===== src/rtl/core/pcne_pkg.sv =====
// Shared constants, payload types and configuration codes for the neighbor enumerator.
package pcne_pkg;

  localparam int DIM            = 3;
  localparam int COORD_BITS     = 8;
  localparam int NEIGHBOR_COUNT = 27;
  localparam int POS_BITS       = 24;

  localparam int FIELD_W   = 24;
  localparam int SIDE_W    = 24;
  localparam int CNT_W     = 9;
  localparam int IDX_W     = 24;
  localparam int NUM_W     = 5;
  localparam int CFG_IDX_W = 3;
  localparam int CFG_W     = 24;

  localparam int P_W      = (POS_BITS < FIELD_W) ? POS_BITS : FIELD_W;
  localparam int DIV_W    = SIDE_W + COORD_BITS;
  localparam int EFF_W    = (COORD_BITS + 1 > CNT_W) ? COORD_BITS + 1 : CNT_W;
  localparam int K_W      = $clog2(NEIGHBOR_COUNT);
  localparam int PK_W     = (DIM * COORD_BITS > IDX_W) ? DIM * COORD_BITS : IDX_W;
  localparam int N_STAGES = COORD_BITS + 2;

  localparam logic [SIDE_W-1:0] SIDE_RESET = SIDE_W'(256);
  localparam logic [CNT_W-1:0]  CNT_RESET  = CNT_W'(256);

  typedef enum logic [CFG_IDX_W-1:0] {
    CFG_SIDE_X,
    CFG_SIDE_Y,
    CFG_SIDE_Z,
    CFG_COUNT_X,
    CFG_COUNT_Y,
    CFG_COUNT_Z
  } cfg_reg_e;

  typedef struct packed {
    logic [FIELD_W-1:0] pos_x;
    logic [FIELD_W-1:0] pos_y;
    logic [FIELD_W-1:0] pos_z;
  } in_item_t;

  typedef struct packed {
    logic [IDX_W-1:0] neighbor_index;
    logic [NUM_W-1:0] neighbor_number;
    logic             out_of_range;
    logic             last;
  } out_item_t;

  typedef logic [DIM-1:0][SIDE_W-1:0] side_arr_t;
  typedef logic [DIM-1:0][CNT_W-1:0]  cnt_arr_t;

  // One stage of the cell-coordinate divider: partial remainder, quotient bits
  // so far, and the quotient reduced modulo the effective cell count.
  typedef struct packed {
    logic                                 bad;
    logic [DIM-1:0][P_W-1:0]              rem;
    logic [DIM-1:0][COORD_BITS-1:0]       quo;
    logic [DIM-1:0][EFF_W-1:0]            md;
  } div_stage_t;

  typedef struct packed {
    logic                           bad;
    logic [DIM-1:0][COORD_BITS-1:0] home;
    logic [DIM-1:0][COORD_BITS-1:0] plus;
    logic [DIM-1:0][COORD_BITS-1:0] minus;
  } cell_t;

endpackage


===== src/rtl/core/pcne_cellpipe.sv =====
// Pipelined cell-coordinate divider with range check and periodic neighbor coordinates.
module pcne_cellpipe (
  input  logic               clk_i,
  input  logic               rst_ni,
  input  logic               in_valid_i,
  output logic               in_stall_o,
  input  pcne_pkg::in_item_t in_data_i,
  input  pcne_pkg::side_arr_t side_i,
  input  pcne_pkg::cnt_arr_t  count_i,
  output logic               cell_valid_o,
  input  logic               cell_take_i,
  output pcne_pkg::cell_t    cell_o
);
  import pcne_pkg::*;

  div_stage_t                st_q  [N_STAGES];
  div_stage_t                nxt   [N_STAGES];
  logic [N_STAGES-1:0]       vld_q;
  logic [N_STAGES-1:0]       src_v;
  logic [N_STAGES:0]         rdy;
  cell_t                     cell_q;
  cell_t                     cell_d;
  logic                      cell_vld_q;
  logic [DIM-1:0][EFF_W-1:0] eff;
  logic [2:0][FIELD_W-1:0]   pos_all;
  div_stage_t                entry;

  // Range check: the quotient fits COORD_BITS bits only if pos < side * 2^COORD_BITS.
  function automatic div_stage_t range_check(div_stage_t st, side_arr_t side);
    div_stage_t r;
    r = st;
    r.bad = 1'b0;
    for (int i = 0; i < DIM; i++) begin
      if (DIV_W'(st.rem[i]) >= {side[i], COORD_BITS'(0)}) r.bad = 1'b1;
    end
    return r;
  endfunction

  // One restoring-division bit per axis, plus the matching step of q mod count.
  function automatic div_stage_t div_step(div_stage_t st, side_arr_t side,
                                          logic [DIM-1:0][EFF_W-1:0] ef, int j);
    div_stage_t       r;
    logic [DIV_W-1:0] trial;
    logic             ge;
    logic [EFF_W:0]   md2;
    r = st;
    for (int i = 0; i < DIM; i++) begin
      trial = DIV_W'(side[i]) << j;
      ge = DIV_W'(st.rem[i]) >= trial;
      if (ge) r.rem[i] = P_W'(DIV_W'(st.rem[i]) - trial);
      r.quo[i][j] = ge;
      md2 = {st.md[i], ge};
      if (md2 >= (EFF_W + 1)'(ef[i])) r.md[i] = EFF_W'(md2 - (EFF_W + 1)'(ef[i]));
      else r.md[i] = EFF_W'(md2);
    end
    return r;
  endfunction

  assign pos_all = {in_data_i.pos_z, in_data_i.pos_y, in_data_i.pos_x};

  always_comb begin
    entry = '0;
    for (int i = 0; i < DIM; i++) begin
      entry.rem[i] = pos_all[i][P_W-1:0];
      eff[i] = (count_i[i] == '0) ? EFF_W'(1 << COORD_BITS) : EFF_W'(count_i[i]);
    end
  end

  always_comb begin
    for (int s = 0; s < N_STAGES; s++) begin
      if (s == 0) nxt[s] = entry;
      else if (s == 1) nxt[s] = range_check(st_q[0], side_i);
      else nxt[s] = div_step(st_q[s-1], side_i, eff, COORD_BITS + 1 - s);
    end
  end

  // Stage ready chain: a stage takes when empty or when its successor takes.
  always_comb begin
    rdy[N_STAGES] = !cell_vld_q || cell_take_i;
    for (int s = N_STAGES - 1; s >= 0; s--) begin
      rdy[s] = !vld_q[s] || rdy[s+1];
    end
    for (int s = 0; s < N_STAGES; s++) begin
      src_v[s] = (s == 0) ? in_valid_i : vld_q[(s == 0) ? 0 : s - 1];
    end
  end

  assign in_stall_o = !rdy[0];

  always_ff @(posedge clk_i or negedge rst_ni) begin
    if (!rst_ni) begin
      vld_q      <= '0;
      cell_vld_q <= 1'b0;
    end else begin
      for (int s = 0; s < N_STAGES; s++) begin
        if (rdy[s]) vld_q[s] <= src_v[s];
      end
      if (rdy[N_STAGES]) cell_vld_q <= vld_q[N_STAGES-1];
    end
  end

  always_ff @(posedge clk_i) begin
    for (int s = 0; s < N_STAGES; s++) begin
      if (rdy[s] && src_v[s]) st_q[s] <= nxt[s];
    end
    if (rdy[N_STAGES] && vld_q[N_STAGES-1]) cell_q <= cell_d;
  end

  // Neighbor coordinates: +1 reduces modulo the count, -1 wraps only at zero.
  always_comb begin
    logic [EFF_W-1:0] m1;
    logic [EFF_W-1:0] top;
    cell_d.bad = st_q[N_STAGES-1].bad;
    for (int i = 0; i < DIM; i++) begin
      m1  = EFF_W'(st_q[N_STAGES-1].md[i] + EFF_W'(1));
      top = EFF_W'(eff[i] - EFF_W'(1));
      cell_d.home[i]  = st_q[N_STAGES-1].quo[i];
      cell_d.plus[i]  = (m1 == eff[i]) ? '0 : m1[COORD_BITS-1:0];
      cell_d.minus[i] = (st_q[N_STAGES-1].quo[i] == '0) ? top[COORD_BITS-1:0]
                                                        : st_q[N_STAGES-1].quo[i] - 1'b1;
    end
  end

  assign cell_valid_o = cell_vld_q;
  assign cell_o       = cell_q;

endmodule


===== src/rtl/core/pcne_enum.sv =====
// Walks the neighbor offsets of one cell and drives the registered result item.
module pcne_enum (
  input  logic                clk_i,
  input  logic                rst_ni,
  input  logic                cell_valid_i,
  output logic                cell_take_o,
  input  pcne_pkg::cell_t     cell_i,
  output logic                out_valid_o,
  input  logic                out_stall_i,
  output pcne_pkg::out_item_t out_data_o
);
  import pcne_pkg::*;

  logic                   busy_q;
  cell_t                  cur_q;
  logic [K_W-1:0]         k_q;
  logic [DIM-1:0][1:0]    dig_q;
  logic [DIM-1:0][1:0]    dig_d;
  logic                   emit;
  logic                   last_now;
  logic                   load;
  logic                   out_valid_q;
  out_item_t              out_q;
  out_item_t              res;
  logic [DIM*COORD_BITS-1:0] packed_c;
  logic [PK_W-1:0]        packed_w;

  assign emit        = busy_q && (!out_valid_q || !out_stall_i);
  assign last_now    = cur_q.bad || (k_q == K_W'(NEIGHBOR_COUNT - 1));
  assign cell_take_o = !busy_q || (emit && last_now);
  assign load        = cell_take_o && cell_valid_i;

  // Base-3 increment of the offset digits, axis 0 lowest.
  always_comb begin
    logic carry;
    carry = 1'b1;
    for (int i = 0; i < DIM; i++) begin
      if (!carry) dig_d[i] = dig_q[i];
      else if (dig_q[i] == 2'd2) dig_d[i] = 2'd0;
      else begin
        dig_d[i] = dig_q[i] + 2'd1;
        carry = 1'b0;
      end
    end
  end

  always_comb begin
    for (int i = 0; i < DIM; i++) begin
      case (dig_q[i])
        2'd1:    packed_c[(DIM-1-i)*COORD_BITS +: COORD_BITS] = cur_q.plus[i];
        2'd2:    packed_c[(DIM-1-i)*COORD_BITS +: COORD_BITS] = cur_q.minus[i];
        default: packed_c[(DIM-1-i)*COORD_BITS +: COORD_BITS] = cur_q.home[i];
      endcase
    end
    packed_w = PK_W'(packed_c);
    if (cur_q.bad) begin
      res.neighbor_index  = '0;
      res.neighbor_number = '0;
      res.out_of_range    = 1'b1;
      res.last            = 1'b1;
    end else begin
      res.neighbor_index  = packed_w[IDX_W-1:0];
      res.neighbor_number = NUM_W'(k_q);
      res.out_of_range    = 1'b0;
      res.last            = last_now;
    end
  end

  always_ff @(posedge clk_i or negedge rst_ni) begin
    if (!rst_ni) begin
      busy_q      <= 1'b0;
      out_valid_q <= 1'b0;
      k_q         <= '0;
      dig_q       <= '0;
    end else begin
      if (load) begin
        busy_q <= 1'b1;
        k_q    <= '0;
        dig_q  <= '0;
      end else if (emit && last_now) begin
        busy_q <= 1'b0;
      end else if (emit) begin
        k_q   <= k_q + 1'b1;
        dig_q <= dig_d;
      end
      if (emit) out_valid_q <= 1'b1;
      else if (!out_stall_i) out_valid_q <= 1'b0;
    end
  end

  always_ff @(posedge clk_i) begin
    if (load) cur_q <= cell_i;
    if (emit) out_q <= res;
  end

  assign out_valid_o = out_valid_q;
  assign out_data_o  = out_q;

endmodule


===== src/rtl/core/periodic_cell_neighbor_enumerator.sv =====
// Top level of the periodic cell-list neighbor enumerator: registers, pipeline, enumerator.
//
//   channel  direction  handshake                 payload
//   in       input      in_valid_i / in_stall_o   in_data_i  (pos_x, pos_y, pos_z)
//   out      output     out_valid_o / out_stall_i out_data_o (index, number, range, last)
//   cfg      input      cfg_we_i                  cfg_idx_i, cfg_data_i
//
// An accepted item passes the entry, range-check and divider stages, the cell register, the
// enumerator's cell and output registers before its first result; the divider yields one
// quotient bit per stage and takes an item every cycle unless stalled. Each in-range item
// gives NEIGHBOR_COUNT (27) results, one per cycle unless stalled; a flagged item gives one.
// Reset clears all valid bits and loads side 256 and count 256 on every axis.
// A stall on the output holds the result register and backs up the pipeline stage by stage.
module periodic_cell_neighbor_enumerator (
  input  logic                            clk_i,
  input  logic                            rst_ni,
  input  logic                            in_valid_i,
  output logic                            in_stall_o,
  input  pcne_pkg::in_item_t              in_data_i,
  output logic                            out_valid_o,
  input  logic                            out_stall_i,
  output pcne_pkg::out_item_t             out_data_o,
  input  logic                            cfg_we_i,
  input  logic [pcne_pkg::CFG_IDX_W-1:0]  cfg_idx_i,
  input  logic [pcne_pkg::CFG_W-1:0]      cfg_data_i
);
  import pcne_pkg::*;

  logic [2:0][SIDE_W-1:0] side_q;
  logic [2:0][CNT_W-1:0]  count_q;
  side_arr_t              side_arr;
  cnt_arr_t               cnt_arr;
  logic                   cell_valid;
  logic                   cell_take;
  cell_t                  cell_item;

  always_ff @(posedge clk_i or negedge rst_ni) begin
    if (!rst_ni) begin
      side_q  <= {3{SIDE_RESET}};
      count_q <= {3{CNT_RESET}};
    end else if (cfg_we_i) begin
      case (cfg_reg_e'(cfg_idx_i))
        CFG_SIDE_X:  side_q[0]  <= cfg_data_i[SIDE_W-1:0];
        CFG_SIDE_Y:  side_q[1]  <= cfg_data_i[SIDE_W-1:0];
        CFG_SIDE_Z:  side_q[2]  <= cfg_data_i[SIDE_W-1:0];
        CFG_COUNT_X: count_q[0] <= cfg_data_i[CNT_W-1:0];
        CFG_COUNT_Y: count_q[1] <= cfg_data_i[CNT_W-1:0];
        CFG_COUNT_Z: count_q[2] <= cfg_data_i[CNT_W-1:0];
        default: ;
      endcase
    end
  end

  assign side_arr = side_q[DIM-1:0];
  assign cnt_arr  = count_q[DIM-1:0];

  pcne_cellpipe u_cellpipe (
    .clk_i        (clk_i),
    .rst_ni       (rst_ni),
    .in_valid_i   (in_valid_i),
    .in_stall_o   (in_stall_o),
    .in_data_i    (in_data_i),
    .side_i       (side_arr),
    .count_i      (cnt_arr),
    .cell_valid_o (cell_valid),
    .cell_take_i  (cell_take),
    .cell_o       (cell_item)
  );

  pcne_enum u_enum (
    .clk_i        (clk_i),
    .rst_ni       (rst_ni),
    .cell_valid_i (cell_valid),
    .cell_take_o  (cell_take),
    .cell_i       (cell_item),
    .out_valid_o  (out_valid_o),
    .out_stall_i  (out_stall_i),
    .out_data_o   (out_data_o)
  );

`ifndef SYNTHESIS
  a_flag_is_last: assert property (@(posedge clk_i) disable iff (!rst_ni)
    (out_valid_o && out_data_o.out_of_range) |->
      (out_data_o.last && out_data_o.neighbor_number == '0 && out_data_o.neighbor_index == '0))
    else $error("flagged result is not a lone final result");

  a_number_range: assert property (@(posedge clk_i) disable iff (!rst_ni)
    out_valid_o |-> (out_data_o.neighbor_number <= NUM_W'(NEIGHBOR_COUNT - 1)))
    else $error("neighbor number beyond the offset count");

  a_walk_continues: assert property (@(posedge clk_i) disable iff (!rst_ni)
    (out_valid_o && !out_stall_i && !out_data_o.last) |=>
      (out_valid_o && out_data_o.neighbor_number ==
        NUM_W'($past(out_data_o.neighbor_number) + 1'b1)))
    else $error("neighbor walk skipped or stalled an offset");

  a_last_is_final_offset: assert property (@(posedge clk_i) disable iff (!rst_ni)
    (out_valid_o && out_data_o.last && !out_data_o.out_of_range) |->
      (out_data_o.neighbor_number == NUM_W'(NEIGHBOR_COUNT - 1)))
    else $error("last flag on an offset other than the final one");
`endif

endmodule


===== config.mk =====
export PLATFORM = sky130hd
export DESIGN_NAME = periodic_cell_neighbor_enumerator
export DESIGN_NICKNAME = d
export VERILOG_FILES = /design/src/rtl/core/pcne_pkg.sv /design/src/rtl/core/pcne_cellpipe.sv /design/src/rtl/core/pcne_enum.sv /design/src/rtl/core/periodic_cell_neighbor_enumerator.sv
export SDC_FILE = /design/constraint.sdc
export NUM_CORES = 2
export LEC_CHECK = 0
export ABC_CLOCK_PERIOD_IN_PS = 21600
export BUFFER_PORTS_ARGS = -buffer_cell sky130_fd_sc_hd__buf_2
export CAP_MARGIN = 20
export CORE_ASPECT_RATIO = 1.5
export CORE_MARGIN = 10
export CORE_UTILIZATION = 55
export DETAILED_ROUTE_END_ITERATION = 8
export PLACE_DENSITY = 0.71
export SYNTH_ARGS = -nofsm -noshare
export SYNTH_HDL_FRONTEND = slang
export SYNTH_SLANG_ARGS = --single-unit

===== constraint.sdc =====
create_clock -name clk_i -period 21.6 [get_ports clk_i]
set_input_delay 4.32 -clock clk_i [delete_from_list [all_inputs] [get_ports clk_i]]
set_output_delay 4.32 -clock clk_i [all_outputs]
set_load 0.01 [all_outputs]

* Yosys cells after proc, flatten, opt, wreduce, memory -nomap -nowiden
Memory sizes are Yosys's and may differ from the RTL's.
Cells that the tools add are included.
** Operators by class
- $add $sub $neg :: 61
- Magnitude comparators :: 51
- Equal/unequal tests :: 17
- Multiplexer cells :: 99
- Reduce and logical (&&, ||, !) cells :: 63
** Operators by type and width (count)
- $mux 24 :: 24
- $sub 24x24->24 :: 24
- $mux 9 :: 27
- $ge 10x9->1 :: 24
- $sub 9x9->9 :: 24
- $ge 24x32->1 :: 3
- $ge 24x31->1 :: 3
- $ge 24x30->1 :: 3
- $ge 24x29->1 :: 3
- $ge 24x28->1 :: 3
- $ge 24x27->1 :: 3
- $ge 24x26->1 :: 3
- $ge 24x25->1 :: 3
- $ge 24x24->1 :: 3
- $pmux 8 s2 :: 3
- $sub 8x1->8 const B :: 6
- $mux 1 :: 30
- $add 9x1->9 const B :: 3
- $eq 9x9->1 :: 3
- $logic_not 9->1 :: 3
- $logic_not 8->1 :: 3
- $mux 8 :: 3
- $mux 6 :: 3
- $logic_not 1->1 :: 15
- 17 further kinds :: 69
** Word-level totals
- Register bits after elaboration :: 300
- Memory bits (writable) :: 1240
- Bits of input ports :: 104
- Output and inout bits :: 33
- Memories kept :: 1
** Memory list
- u_cellpipe.st_q :: depth 10, width 124, read ports 10, clocked after Yosys merged registers in 0, wr ports 10, RTL line pcne_cellpipe.sv:16 : div_stage_t st_q [N_STAGES];

* Logic depth before layout (Yosys ltp)
- Depth in word-level cells :: 19
- Depth in mapped cells :: 27

* Hierarchy
Synthesis repeated with hierarchy kept, for this count alone.
** Unflattened totals
- Cells, all modules :: 7056
- Area total of the unflattened synthesis :: 78750.5 um2
** By module, submodules not included
- pcne_cellpipe :: times used 1, cells each 6567, area each 70493.9 um2, sequential area each 31925.6 um2
- pcne_enum :: times used 1, cells each 275, area each 4474.3 um2, sequential area each 3448.3 um2
- periodic_cell_neighbor_enumerator :: times used 1, cells each 214, area each 3782.4 um2, sequential area each 2484.9 um2

* Worst setup path before layout
No wires, ideal clock.
- Kind :: input -> register
- Start point :: in out_stall_i
- End point :: mem u_cellpipe.st_q[6][0] in the netlist's numbering (enable)
- Library setup time :: 0.604 ns
- Arrival time :: 10.069 ns
- Data required time :: 20.996 ns
- Slack :: 10.927 ns
- Stages :: 5
- Cell sequence :: and2_1 -> o211a_1 -> nand4_1 -> nor2_1 -> nor2b_1
** RTL lines
- start, declared :: RTL line periodic_cell_neighbor_enumerator.sv:21 : input logic out_stall_i,
- end, declared :: RTL line pcne_cellpipe.sv:16

* Final worst setup path
- Start point :: in out_stall_i
- End point :: out in_stall_o
** Between the ends
- Word-level cells in the longest chain between the ends :: 17
** Ends and longest elaborated chain
- $logic_not 1->1 :: RTL line pcne_enum.sv:28 : assign emit = busy_q && (!out_valid_q || !out_stall_i);
- $logic_or 1x1->1 :: RTL line pcne_enum.sv:28
- $logic_and 1x1->1 :: RTL line pcne_enum.sv:28
- $logic_and 1x1->1 :: RTL line pcne_enum.sv:30 : assign cell_take_o = !busy_q || (emit && last_now);
- $logic_or 1x1->1 :: RTL line pcne_enum.sv:30
- $logic_or 1x1->1 :: RTL line pcne_cellpipe.sv:79 : rdy[N_STAGES] = !cell_vld_q || cell_take_i;
- $logic_or 1x1->1 (10 in series) :: RTL line pcne_cellpipe.sv:81 : rdy[s] = !vld_q[s] || rdy[s+1];
- $logic_not 1->1 :: RTL line pcne_cellpipe.sv:88 : assign in_stall_o = !rdy[0];
- end, declared :: RTL line periodic_cell_neighbor_enumerator.sv:18 : output logic in_stall_o,
Every way passes these cells.

==> results.md <==
- Area share of the largest cell type after synthesis: 0.446
- Synth Instances: approximately 7000
- Post-synthesis cell type count: 92
- Port Buf Inserts: 136
- VDD IR max: ~98 µV
- FF-to-FF setup slack: ~15 ns
- Worst hold endpoint: u_cellpipe.st_q[6][123]
- RD Place Congestion: 0.907
- Via count: 55200
- CTS Hold Bufs: 0
- Initial Util: 0.552
- CTS root buf: clkbuf_16
- Yosys reg bits: 1281
- Avg WL per Cell: 20.0 µm
- Largest net degree at the start of global routing: 84
- Setup_tns: 0 ns
- Share of layout cells above drive strength 1: 0.0940
- Status: completed
- Top FF cell, synth: edfxtp_1
- Util after Layout: 0.607
- Largest family of logic cells by synthesized area: compound AO/OA/AOI/OAI gates
- Worst-skew pair later-pin latency: around 0.8 ns
- I/O pin count: between 100 and 150
- Initial DRC count: around 3400
- Die Width: 327 µm
- Critical path fanouts, max: 6
- CP Capture Type: output pin
- Yosys warns: 0
- CTS Buffer Depth: 3
- TritonCTS clock tree: built
- Final period util: 0.518
- CP arrival: ~6.9 ns
- Synth Area in Compound Gates: 0.152
- Hold path start: u_cellpipe.st_q[5][123]
- Vias per cell: between 5 and 6
- Post-layout min period: between 10 and 15 ns
- Gr usage total: 0.231
- GRT overflow: 0
- CORE AREA: about 140000 µm²
- Hold Vio Cnt, Final: 0
- # DRC: 0
- Crit Path Category: input pin to output pin
- Achievable frequency: 89.4 MHz
- Final setup margin: between 10 and 15 ns
- Vias in the first global route: approximately 56000
- Largest area contributor in the netlist: edfxtp_1
- Path type of the worst min-delay path: flop to flop
- Initial antenna violation count: 19
- Drt total wl: ~190 mm
- Worst reg-to-reg path cell count: 22
- Worst Skew: between 0.03 and 0.04 ns
- Leading post-synthesis cells by cell area: edfxtp_1, ha_1, o21ai_0
- Leakage Power: approximately 34 nW
- Global-route wire length before repair: between 200 and 300 mm
- Mux cell area share after synthesis: 0.0363
- Die Y: 481 µm
- Synth Area in Simple Gates: 0.115
- RR Endpoint: u_cellpipe.st_q[5][1]
- Async SR Flop Fraction: 0.0960
- Final setup fails: 0
- Hold path depth: 0
- Area grow syn2layout: 9.96%
- Synth Area in Adders: 0.132
- Post-synthesis sequential area ratio: 0.486
- RSZ-0062 raised after global routing: false
- NumNets Final: between 8000 and 9000
- Setup bufs post-CTS: 0
- Slew Limit Fails: 0
- PD cells: around 110 nW/µm²
- Tightest Pin Transition: 1.09 ns
- Critical R2R Launch: side_arr[2]
- Die area: roughly 160000 µm²
- 1st-pass router iterations: 8
- Syn_nets: roughly 8000
- Worst setup SP type: input pin
- Worst path required time: ~17 ns
- DP Worst Slack: about 10 ns
- FP Rows: 169
- Rel. slew slack: 0.267
- Post-synth EDFFs: 1158
- Fill cells: between 10000 and 15000
- Worst-path clk slew: ~0.06 ns
- Xor/xnor share of the synthesized area: 0.0535
- CTS sink cnt: 1281
- Total CTS buffers: between 100 and 150
- H-Tree Depth: 4
- Mapped Area: around 78000 µm²
- Post-cts sizing count: 0
- Maxcap violations: 0
- Detailed placement HPWL: around 140 mm
- Syn Area/Cell: around 11 µm²
- Final ANT Viol Nets: 0
## stage by stage
stage / cell area (µm²) / hold WS, ns / total power [W] / cells
2_1_floorplan: 77900 / 0.400 / 0.00597 / 7083
3_3_place_gp: 80900 / 0.400 / 0.00668 / 9005
3_5_place_dp: 80900 / 0.405 / 0.00680 / 9006
4_1_cts: 85600 / 0.412 / 0.00930 / 9251
5_1_grt: 85600 / 0.415 / 0.00985 / 9253
6_report: 85600 / 0.405 / 0.00927 / 9259
## layer usage
layer	up-vias	GRT usage	part of all wire
met5	-	0	0.00035
met2	1309	0.424	0.51
li1	26800	-	-
met3	435	0.0317	0.046
met4	10	0.123	0.053
met1	26600	0.257	0.39
## critical path, stage by stage
cell,delay (ns)
buf_2,0.07
and2_1,0.22
o211a_1,0.39
nand4_1,0.35
nor2_1,0.41
and3_1,0.38
and3_1,0.34
nand3_1,0.16
inv_1,0.08
buf_2,0.13
## cell families after synthesis
logic type / Yosys count
compound gates: 1902
simple gates: 1874
flops: 1281
fa+ha+maj: 797
buf+inv: 502
xor+xnor: 476
mux: 251
## cell usage in the layout, fill, tap and decap left out, types with 44 or more instances in the layout
| cell | instances |
|---|---|
| a211oi_1 | 75 |
| edfxtp_1 | 1158 |
| o21ai_0 | 605 |
| a21oi_1 | 459 |
| buf_2 | 136 |
| nand2_1 | 650 |
| clkbuf_16 | 135 |
| nor2b_1 | 132 |
| nand4_1 | 127 |
| xnor2_1 | 295 |
| nand2b_1 | 93 |
| dfrtp_1 | 117 |
| a21o_1 | 203 |
| and3_1 | 48 |
| ha_1 | 755 |
| mux2_2 | 192 |
| mux2i_1 | 44 |
| nor3_1 | 87 |
| o31ai_1 | 73 |
| nand3_1 | 105 |
| inv_1 | 352 |
| o21a_1 | 85 |
| buf_4 | 55 |
| xor2_1 | 181 |
| nor2_1 | 436 |
| o21bai_1 | 55 |
## where the power goes
| group | total [W] | internal (W) | switching, W |
|---|---|---|---|
| combinational | 0.00350 | 0.00146 | 0.00204 |
| clock | 0.00247 | 0.00146 | 0.00101 |
| sequential | 0.00330 | 0.00312 | 0.000174 |
| total | 0.00927 | 0.00604 | 0.00323 |
## flip-flops by register name, indices dropped and copies added (netlist names)
register                 cells
cnt_arr                     27
side_arr                    72
u_cellpipe.cell_o           73
u_cellpipe.cell_valid_o      1
u_cellpipe.st_q            981
u_cellpipe.vld_q            10
u_enum.busy_q                1
u_enum.cur_q                73
u_enum.dig_q                 6
u_enum.k_q                   5
u_enum.out_data_o           31
u_enum.out_valid_o           1
## worst max path at each step
stage	from	to	slack [ns]
final	out_stall_i	in_stall_o	10.42
after global routing	out_stall_i	in_stall_o	10.29
after CTS	out_stall_i	in_stall_o	10.46
after detailed placement	out_stall_i	in_stall_o	10.49
after global placement	out_stall_i	in_stall_o	10.48
after floorplan	out_stall_i	u_cellpipe.st_q[6][0]	10.93
## area by class of cell
class / instances / area [µm²] / area share
diodes: 6 / 15.0 / 0.000175
clock buffers: 168 / 3590 / 0.0419
clock inverters: 77 / 1110 / 0.0130
inverters: 352 / 1320 / 0.0154
multi-input cells: 5300 / 38300 / 0.447
repair buffers: 194 / 1110 / 0.0130
well taps: 1881 / 2350 / 0.0275
flip-flops and latches: 1281 / 37900 / 0.442
## synthesized netlist by cell type, types with 88 or more instances
library cell	n
xnor2_1	295
nand2b_1	93
o21ai_0	606
inv_1	352
a21o_1	203
nor2b_1	136
nand2_1	650
a21oi_1	460
nand3_1	105
nand4_1	127
edfxtp_1	1158
nor2_1	437
clkbuf_1	118
ha_1	755
mux2_2	192
nor3_1	88
dfrtp_1	117
xor2_1	181
(Power assumes the default switching activity.)
